$ cat src/hdl/fan_curve_overtemp_shutdown_core_defines.svh
// ----------------------------------------------------------------------------
// fan curve overtemp shutdown core assertion macros
// concurrent assertion wrappers on clk, disabled while rst is high
// ----------------------------------------------------------------------------
`ifndef FAN_CURVE_OVERTEMP_SHUTDOWN_CORE_DEFINES_SVH
`define FAN_CURVE_OVERTEMP_SHUTDOWN_CORE_DEFINES_SVH

`ifndef SYNTH
`define FCOS_ASSERT(name, expr, msg) \
  name: assert property (@(posedge clk) disable iff (rst) (expr)) else $error(msg);
`define FCOS_ASSERT_NEXT(name, trig, expr, msg) \
  name: assert property (@(posedge clk) disable iff (rst) (trig) |=> (expr)) else $error(msg);
`else
`define FCOS_ASSERT(name, expr, msg)
`define FCOS_ASSERT_NEXT(name, trig, expr, msg)
`endif

`endif

$ cat src/hdl/fcos_pkg.sv
`timescale 1ns / 1ps
// ----------------------------------------------------------------------------
// fcos_pkg
// shared types and codes of the fan curve with overtemp shutdown
// ----------------------------------------------------------------------------
package fcos_pkg;

  localparam int NUM_BITS    = 24;
  localparam int SPAN_BITS   = 16;
  localparam int CNT_BITS    = $clog2(NUM_BITS);
  localparam int QUEUE_DEPTH = 2;
  localparam int PTR_BITS    = $clog2(QUEUE_DEPTH);
  localparam int CFG_IDX_BITS = 3;

  localparam logic [7:0] DUTY_FULL = 8'd255;

  localparam logic [CFG_IDX_BITS-1:0] REG_ENABLE_TEMP   = 3'd0;
  localparam logic [CFG_IDX_BITS-1:0] REG_MAX_TEMP      = 3'd1;
  localparam logic [CFG_IDX_BITS-1:0] REG_DUTY_MIN      = 3'd2;
  localparam logic [CFG_IDX_BITS-1:0] REG_DUTY_MAX      = 3'd3;
  localparam logic [CFG_IDX_BITS-1:0] REG_ALARM_TIME_MS = 3'd4;

  localparam logic [1:0] EV_NONE        = 2'd0;
  localparam logic [1:0] EV_ALARM_START = 2'd1;
  localparam logic [1:0] EV_SHUTDOWN    = 2'd2;
  localparam logic [1:0] EV_ALARM_RESET = 2'd3;

  typedef struct packed {
    logic signed [14:0] temp_centi;
    logic [31:0]        now_ms;
  } in_t;

  typedef struct packed {
    logic [7:0] fan_duty;
    logic       display_on;
    logic [1:0] event_code;
  } out_t;

  typedef struct packed {
    logic signed [14:0] enable_temp;
    logic signed [14:0] max_temp;
    logic [7:0]         duty_min;
    logic [7:0]         duty_max;
    logic [31:0]        alarm_time_ms;
  } cfg_t;

  typedef struct packed {
    logic                 need_div;
    logic [NUM_BITS-1:0]  num;
    logic [SPAN_BITS-1:0] span;
    logic [7:0]           duty;
    logic                 display_on;
    logic [1:0]           event_code;
  } job_t;

  typedef enum logic [1:0] {
    BK_IDLE,
    BK_DIV,
    BK_PUSH
  } back_state_t;

endpackage

$ cat src/hdl/fcos_front.sv
`timescale 1ns / 1ps
// ----------------------------------------------------------------------------
// fcos_front
// accepts samples, classifies them, keeps alarm state, queues jobs
// ----------------------------------------------------------------------------
module fcos_front #(
  parameter int TIME_BITS = 32
) (
  input  logic             clk,
  input  logic             rst,
  input  logic             in_valid,
  output logic             in_ready,
  input  fcos_pkg::in_t    in_data,
  input  fcos_pkg::cfg_t   cfg,
  input  logic             q_full,
  output logic             push,
  output fcos_pkg::job_t   push_data
);
  import fcos_pkg::*;

  localparam int CMP_BITS = (TIME_BITS > 32) ? TIME_BITS : 32;

  logic                   alarm_active;
  logic [TIME_BITS-1:0]   alarm_start_ms;
  logic                   display_enabled;
  logic                   alarm_active_next;
  logic [TIME_BITS-1:0]   alarm_start_ms_next;
  logic                   display_enabled_next;

  logic signed [14:0]     t;
  logic signed [14:0]     en_t;
  logic signed [14:0]     mx_t;
  logic [CMP_BITS-1:0]    now_wide;
  logic [TIME_BITS-1:0]   now_t;
  logic [TIME_BITS-1:0]   elapsed;
  logic signed [15:0]     span_s;
  logic signed [15:0]     pos_s;
  logic [15:0]            span_u;
  logic [15:0]            pos_u;
  logic [15:0]            rest_u;
  logic [NUM_BITS-1:0]    p_min;
  logic [NUM_BITS-1:0]    p_max;

  assign t        = in_data.temp_centi;
  assign en_t     = cfg.enable_temp;
  assign mx_t     = cfg.max_temp;
  assign now_wide = CMP_BITS'(in_data.now_ms);
  assign now_t    = now_wide[TIME_BITS-1:0];
  assign elapsed  = now_t - alarm_start_ms;

  assign span_s = {mx_t[14], mx_t} - {en_t[14], en_t};
  assign pos_s  = {t[14], t} - {en_t[14], en_t};
  assign span_u = span_s;
  assign pos_u  = pos_s;
  assign rest_u = span_u - pos_u;
  // dmin*(span-pos) + dmax*pos, both terms unsigned
  assign p_min  = NUM_BITS'(rest_u) * NUM_BITS'(cfg.duty_min);
  assign p_max  = NUM_BITS'(pos_u) * NUM_BITS'(cfg.duty_max);

  assign in_ready = !q_full;
  assign push     = in_valid && !q_full;

  always_comb begin
    alarm_active_next    = alarm_active;
    alarm_start_ms_next  = alarm_start_ms;
    display_enabled_next = display_enabled;
    push_data.need_div   = 1'b0;
    push_data.num        = p_min + p_max;
    push_data.span       = span_u;
    push_data.duty       = 8'd0;
    push_data.event_code = EV_NONE;
    if (t >= en_t) begin
      if (t >= mx_t) begin
        push_data.duty = DUTY_FULL;
        if (alarm_active) begin
          if (CMP_BITS'(elapsed) > CMP_BITS'(cfg.alarm_time_ms)) begin
            display_enabled_next = 1'b0;
            push_data.event_code = EV_SHUTDOWN;
          end
        end else begin
          alarm_active_next    = 1'b1;
          alarm_start_ms_next  = now_t;
          push_data.event_code = EV_ALARM_START;
        end
      end else begin
        push_data.need_div = 1'b1;
        if (alarm_active) begin
          display_enabled_next = 1'b1;
          alarm_active_next    = 1'b0;
          alarm_start_ms_next  = '0;
          push_data.event_code = EV_ALARM_RESET;
        end
      end
    end
    push_data.display_on = display_enabled_next;
  end

  always_ff @(posedge clk) begin
    if (rst) begin
      alarm_active    <= 1'b0;
      alarm_start_ms  <= '0;
      display_enabled <= 1'b1;
    end else if (push) begin
      alarm_active    <= alarm_active_next;
      alarm_start_ms  <= alarm_start_ms_next;
      display_enabled <= display_enabled_next;
    end
  end

endmodule

$ cat src/hdl/fcos_queue.sv
`timescale 1ns / 1ps
// ----------------------------------------------------------------------------
// fcos_queue
// short register queue of jobs between front and back
// ----------------------------------------------------------------------------
module fcos_queue (
  input  logic           clk,
  input  logic           rst,
  input  logic           push,
  input  fcos_pkg::job_t push_data,
  input  logic           pop,
  output fcos_pkg::job_t pop_data,
  output logic           full,
  output logic           empty
);
  import fcos_pkg::*;

  job_t                entries [QUEUE_DEPTH];
  logic [PTR_BITS-1:0] wr_ptr;
  logic [PTR_BITS-1:0] rd_ptr;
  logic [PTR_BITS:0]   count;

  assign full     = (count == (PTR_BITS+1)'(QUEUE_DEPTH));
  assign empty    = (count == '0);
  assign pop_data = entries[rd_ptr];

  always_ff @(posedge clk) begin
    if (rst) begin
      wr_ptr <= '0;
      rd_ptr <= '0;
      count  <= '0;
    end else begin
      if (push) begin
        wr_ptr <= wr_ptr + 1'b1;
      end
      if (pop) begin
        rd_ptr <= rd_ptr + 1'b1;
      end
      if (push && !pop) begin
        count <= count + 1'b1;
      end else if (pop && !push) begin
        count <= count - 1'b1;
      end
    end
  end

  always_ff @(posedge clk) begin
    if (push) begin
      entries[wr_ptr] <= push_data;
    end
  end

endmodule

$ cat src/hdl/fcos_back.sv
`timescale 1ns / 1ps
// ----------------------------------------------------------------------------
// fcos_back
// serial restoring divider for band duty and the output register
// ----------------------------------------------------------------------------
module fcos_back (
  input  logic           clk,
  input  logic           rst,
  input  logic           q_empty,
  input  fcos_pkg::job_t q_data,
  output logic           pop,
  output logic           out_valid,
  input  logic           out_ready,
  output fcos_pkg::out_t out_data
);
  import fcos_pkg::*;

  back_state_t          state;
  back_state_t          state_next;
  job_t                 job;
  logic [SPAN_BITS-1:0] rem;
  logic [NUM_BITS-1:0]  quo;
  logic [CNT_BITS-1:0]  cnt;
  logic                 load_out;
  logic [SPAN_BITS:0]   shifted;
  logic [SPAN_BITS+1:0] diff;
  logic [7:0]           div_duty;

  assign shifted  = {rem, quo[NUM_BITS-1]};
  assign diff     = {1'b0, shifted} - {2'b00, job.span};
  assign div_duty = (quo[NUM_BITS-1:8] != '0) ? DUTY_FULL : quo[7:0];

  always_comb begin
    state_next = state;
    pop        = 1'b0;
    load_out   = 1'b0;
    case (state)
      BK_IDLE: begin
        if (!q_empty) begin
          pop        = 1'b1;
          state_next = q_data.need_div ? BK_DIV : BK_PUSH;
        end
      end
      BK_DIV: begin
        if (cnt == CNT_BITS'(NUM_BITS-1)) begin
          state_next = BK_PUSH;
        end
      end
      BK_PUSH: begin
        if (!out_valid || out_ready) begin
          load_out   = 1'b1;
          state_next = BK_IDLE;
        end
      end
      default: begin
        state_next = BK_IDLE;
      end
    endcase
  end

  always_ff @(posedge clk) begin
    if (rst) begin
      state     <= BK_IDLE;
      out_valid <= 1'b0;
    end else begin
      state <= state_next;
      if (load_out) begin
        out_valid <= 1'b1;
      end else if (out_ready) begin
        out_valid <= 1'b0;
      end
    end
  end

  always_ff @(posedge clk) begin
    if (pop) begin
      job <= q_data;
      quo <= q_data.num;
      rem <= '0;
      cnt <= '0;
    end else if (state == BK_DIV) begin
      cnt <= cnt + 1'b1;
      if (!diff[SPAN_BITS+1]) begin
        rem <= diff[SPAN_BITS-1:0];
        quo <= {quo[NUM_BITS-2:0], 1'b1};
      end else begin
        rem <= shifted[SPAN_BITS-1:0];
        quo <= {quo[NUM_BITS-2:0], 1'b0};
      end
    end
    if (load_out) begin
      out_data.fan_duty   <= job.need_div ? div_duty : job.duty;
      out_data.display_on <= job.display_on;
      out_data.event_code <= job.event_code;
    end
  end

endmodule

$ cat src/hdl/fan_curve_overtemp_shutdown_core.sv
`timescale 1ns / 1ps
// ----------------------------------------------------------------------------
// fan_curve_overtemp_shutdown_core
// linear fan curve with overtemp alarm and display shutdown
//
// channel  direction  handshake            payload
// in       input      in_valid / in_ready  temp_centi, now_ms
// out      output     out_valid/out_ready  fan_duty, display_on, event_code
// cfg      input      cfg_wen              cfg_index, cfg_data
//
// a sample between the thresholds passes through the 24 step serial divider
// in the back end; any other sample skips the divider and goes straight to push
// the front accepts while the two entry queue has room, even during a divide
// rst is synchronous and returns thresholds, alarm and display to defaults
// a stalled output holds its result and backs up the queue, then in_ready
// ----------------------------------------------------------------------------
`include "fan_curve_overtemp_shutdown_core_defines.svh"

module fan_curve_overtemp_shutdown_core #(
  parameter int TIME_BITS = 32
) (
  input  logic                                clk,
  input  logic                                rst,
  input  logic                                in_valid,
  output logic                                in_ready,
  input  fcos_pkg::in_t                       in_data,
  output logic                                out_valid,
  input  logic                                out_ready,
  output fcos_pkg::out_t                      out_data,
  input  logic                                cfg_wen,
  input  logic [fcos_pkg::CFG_IDX_BITS-1:0]   cfg_index,
  input  logic [31:0]                         cfg_data
);
  import fcos_pkg::*;

  cfg_t cfg;
  job_t push_data;
  job_t q_data;
  logic push;
  logic pop;
  logic q_full;
  logic q_empty;

  always_ff @(posedge clk) begin
    if (rst) begin
      cfg.enable_temp   <= 15'sd3000;
      cfg.max_temp      <= 15'sd5000;
      cfg.duty_min      <= 8'd64;
      cfg.duty_max      <= 8'd255;
      cfg.alarm_time_ms <= 32'd60000;
    end else if (cfg_wen) begin
      case (cfg_index)
        REG_ENABLE_TEMP:   cfg.enable_temp   <= cfg_data[14:0];
        REG_MAX_TEMP:      cfg.max_temp      <= cfg_data[14:0];
        REG_DUTY_MIN:      cfg.duty_min      <= cfg_data[7:0];
        REG_DUTY_MAX:      cfg.duty_max      <= cfg_data[7:0];
        REG_ALARM_TIME_MS: cfg.alarm_time_ms <= cfg_data;
        default: begin
        end
      endcase
    end
  end

  fcos_front #(
    .TIME_BITS (TIME_BITS)
  ) u_front (
    .clk       (clk),
    .rst       (rst),
    .in_valid  (in_valid),
    .in_ready  (in_ready),
    .in_data   (in_data),
    .cfg       (cfg),
    .q_full    (q_full),
    .push      (push),
    .push_data (push_data)
  );

  fcos_queue u_queue (
    .clk       (clk),
    .rst       (rst),
    .push      (push),
    .push_data (push_data),
    .pop       (pop),
    .pop_data  (q_data),
    .full      (q_full),
    .empty     (q_empty)
  );

  fcos_back u_back (
    .clk       (clk),
    .rst       (rst),
    .q_empty   (q_empty),
    .q_data    (q_data),
    .pop       (pop),
    .out_valid (out_valid),
    .out_ready (out_ready),
    .out_data  (out_data)
  );

  `FCOS_ASSERT_NEXT(a_accept_queued, in_valid && in_ready, !q_empty, "accepted sample not queued")
  `FCOS_ASSERT(a_shutdown_dark, !(out_valid && out_data.event_code == EV_SHUTDOWN) || !out_data.display_on, "shutdown with display on")
  `FCOS_ASSERT(a_start_lit, !(out_valid && (out_data.event_code == EV_ALARM_START || out_data.event_code == EV_ALARM_RESET)) || out_data.display_on, "alarm start or reset with display off")

endmodule
$ cat config.mk
export PLATFORM = sky130hd
export DESIGN_NAME = fan_curve_overtemp_shutdown_core
export DESIGN_NICKNAME = d
export VERILOG_FILES = /design/src/hdl/fcos_pkg.sv /design/src/hdl/fcos_front.sv /design/src/hdl/fcos_queue.sv /design/src/hdl/fcos_back.sv /design/src/hdl/fan_curve_overtemp_shutdown_core.sv
export VERILOG_INCLUDE_DIRS = /design/src /design/src/hdl
export SDC_FILE = /design/constraint.sdc
export NUM_CORES = 1
export LEC_CHECK = 0
export BUFFER_PORTS_ARGS = -buffer_cell sky130_fd_sc_hd__buf_4
export CAP_MARGIN = 30
export CORE_MARGIN = 10
export CORE_UTILIZATION = 55
export CTS_CLUSTER_DIAMETER = 40
export DETAILED_ROUTE_END_ITERATION = 8
export HOLD_SLACK_MARGIN = 0.05
export PLACE_DENSITY = 0.72
export REMOVE_ABC_BUFFERS = 1
export SETUP_SLACK_MARGIN = 0.05
export SLEW_MARGIN = 20
export SYNTH_ARGS = -nofsm -noshare
export SYNTH_HDL_FRONTEND = slang
export SYNTH_SLANG_ARGS = --single-unit
$ cat constraint.sdc
create_clock -name clk -period 16.5 [get_ports clk]
set_clock_uncertainty 0.2 [all_clocks]
set_input_delay 3.3 -clock clk [delete_from_list [all_inputs] [get_ports clk]]
set_output_delay 3.3 -clock clk [all_outputs]
set_load 0.005 [all_outputs]
==> impl_metrics.env <==
export IMPL_synthTopCellsByCount="inv_1 (394), nand2_1 (351), ha_1 (214), fa_1 (213), edfxtp_1 (146)"
export IMPL_r2r_end="u_queue.entries[0][49]$_DFFE_PP_"
export IMPL_dr_pass1_iters=6
export IMPL_rows=76
export IMPL_hp_start="u_back.job[1]$_DFFE_PP_"
export IMPL_yosys_warnings=0
export IMPL_cts_buffers=40
export IMPL_start_util_pct=56.1
export IMPL_syn2layout_area_growth_pct=11.7
export IMPL_grt_max_degree=68
export IMPL_max_slew_margin_pct=29.1
export IMPL_synth_area_mm2=0.0243
export IMPL_cts_sinks=287
export IMPL_viasPerCell=5.65
export IMPL_synth_edf_count=146
export IMPL_nFillCells=3681
export IMPL_ant_nets=0
export IMPL_synthArstFlopShare_pct=0
export IMPL_io_buffers=99
export IMPL_yosysMostFrequentCell="inv_1"
export IMPL_worst_slack_ns=3.83
export IMPL_rrSetupSlack_ns=6.25
export IMPL_antenna_found_initial=5
export IMPL_holdWs_ns=0.232
export IMPL_place_hpwl_um=49200
export IMPL_slowest_delay_ns=0.76
export IMPL_cts_hold_buf=0
export IMPL_clockRootBuffer="clkbuf_16"
export IMPL_grt_pass1_wl_um=101000
export IMPL_cts_resized=0
export IMPL_start_kind="primary input"
export IMPL_multiInputGateArea_mm2=0.0154
export IMPL_drive_above_1_share_pct=8.95
export IMPL_rsz0062_at_grt="false"
export IMPL_slew_viol_final=0
export IMPL_cts_setup_buffers=0
export IMPL_worstPathRequired_ns=16.59
export IMPL_synthDistinctLibCells=82
export IMPL_ys_flop_type="edfxtp_1"
export IMPL_synth_cells=2596
export IMPL_crit_arrival_ns=12.76
export IMPL_num_nets_final=3210
export IMPL_status="finished, final reports clean"
export IMPL_endpoint_kind="flop"
export IMPL_grt_pass1_vias=19300
export IMPL_finalSetupViolations=0
export IMPL_routed_wl_um=63200
export IMPL_fp_dieW_um=230
export IMPL_drcViolationCount=0
export IMPL_synth_top_area_share_pct=18.0
export IMPL_reg2reg_from="cfg[48]$_SDFFE_PP0P_"
export IMPL_setup_tns_final_ns=0
export IMPL_pre_cts_slack_ns=3.33
export IMPL_fmax_mhz=78.9
export IMPL_grt_usage_pct=23.8
export IMPL_top_level_ports=100
export IMPL_min_to="u_back.out_data[1]$_DFFE_PP_"
export IMPL_maxCapViolCount=0
export IMPL_fp_coreArea_mm2=0.0434
export IMPL_routedWlPerCell_um=19.1
export IMPL_reg2reg_depth=36
export IMPL_hold_viol=0
export IMPL_crit_path_max_fanout=9
export IMPL_synth_seq_cells=287
export IMPL_clock_latency_ns=0.55
export IMPL_syn_area_per_cell_um2=9.37
export IMPL_htree_num_levels=2
export IMPL_crit_slowest_cell="a21boi_1"
export IMPL_worst_pin_slew_ns=1.06
export IMPL_synthTopCellsByArea="edfxtp_1 (18%), fa_1 (18%), dfxtp_1 (12%)"
export IMPL_cts_tree="done"
export IMPL_path_clk_slew_ns=0.06
export IMPL_fin_crit_ns=12.67
export IMPL_overflow=0
export IMPL_fin_crit_sh_pct=76.8
export IMPL_worstHoldPathType="reg2reg"
export IMPL_routed_via_count=18700
export IMPL_clockBufferDepth=3
export IMPL_synth_top_area_cell="edfxtp_1"
export IMPL_dr_first_iter_drc_count=1404
export IMPL_seq_area_mm2=0.00721
export IMPL_place_congestion=0.981
export IMPL_hold_path_cell_count=0
export IMPL_die_h_um=230
export IMPL_criticalPathCategory="in2reg"
export IMPL_die_area_mm2=0.0530
export IMPL_yosysSeqAreaShare_pct=29.6
-- logic make-up after synthesis --
kind of cell	share of synthesized area (%)
multiplexers	3.04
adder cells (fa/ha/maj)	28.5
XOR/XNOR	3.25
AO/OA/AOI/OAI	12.6
AND/OR/NAND/NOR	15.6
flip-flops	29.6
buffers and inverters	7.28
-- metrics by stage --
| step | instance area (um2) | utilization [%] | cells |
|---|---|---|---|
| 3_3_place_gp | 25800 | 59.4 | 3234 |
| 3_5_place_dp | 25800 | 59.6 | 3238 |
| 6_report | 27200 | 62.6 | 3313 |
| 5_1_grt | 27200 | 62.6 | 3312 |
| 2_1_floorplan | 24000 | - | 2521 |
| 4_1_cts | 27100 | 62.6 | 3311 |
-- worst max-delay path: cells and delay by family --
family | cells | cell delay [ns]
compound gates | 12 | 3.20
xor+xnor | 2 | 0.73
fa+ha+maj | 10 | 4.41
buf+inv | 8 | 0.52
simple gates | 4 | 0.60
-- placed cells by master, fill, tap and decap left out, types with 14 or more instances in the layout --
master and instances:
fa_1 213, nand3_1 29, xnor2_1 61, nand4_1 16
inv_1 394, nor3_1 27, buf_4 128, edfxtp_1 146
nand3b_1 18, a21oi_1 136, a21o_1 42, o21ai_1 16
ha_1 214, xor2_1 26, o21ai_0 65, clkbuf_16 41
and3_1 15, nor2_1 109, a22o_1 35, o21a_1 25
and2_1 118, mux2_2 22, nand2b_1 23, nor2b_1 41
mux2i_1 47, dfxtp_1 140, nand2_1 351, a211oi_1 14
a211o_1 17
-- layout make-up --
class | count | area share [%]
Antenna cell | 1 | 0.00921
Clock buffer | 51 | 3.99
Clock inverter | 22 | 0.870
Inverter | 395 | 5.46
Multi-Input combinational cell | 1839 | 56.6
Sequential cell | 287 | 26.5
Tap cell | 585 | 2.69
Timing Repair Buffer | 133 | 3.86
-- state kept, by name, indices dropped and copies added, names as in the netlist, 2 cells and up, named ones only --
signal / count
cfg: 78
u_back.cnt: 5
u_back.job: 21
u_back.out_data: 11
u_back.quo: 24
u_back.rem: 16
u_back.state: 2
u_front.alarm_start_ms: 32
u_queue.count: 2
u_queue.entries: 90
-- worst max path at each step --
stage,start,endpoint,cells after the start
5_1_grt,in_data[32],u_queue.entries[0][49]$_DFFE_PP_,36
6_report,in_data[32],u_queue.entries[0][49]$_DFFE_PP_,36
4_1_cts,in_data[32],u_queue.entries[0][49]$_DFFE_PP_,36
3_5_place_dp,in_data[32],u_queue.entries[1][49]$_DFFE_PP_,36
3_3_place_gp,in_data[32],u_queue.entries[0][49]$_DFFE_PP_,36
2_1_floorplan,in_data[32],u_queue.entries[0][50]$_DFFE_PP_,31
-- per-layer routing --
metal | global-route usage, % | wire (um)
met1 | 32.0 | 27700
met2 | 38.9 | 29500
met3 | 4.22 | 4220
met4 | 6.70 | 1760
met5 | 0 | 29
Power is left out: the tool's default activity adds up to more than one toggle a clock period on the data nets, which glitch-free logic cannot reach.
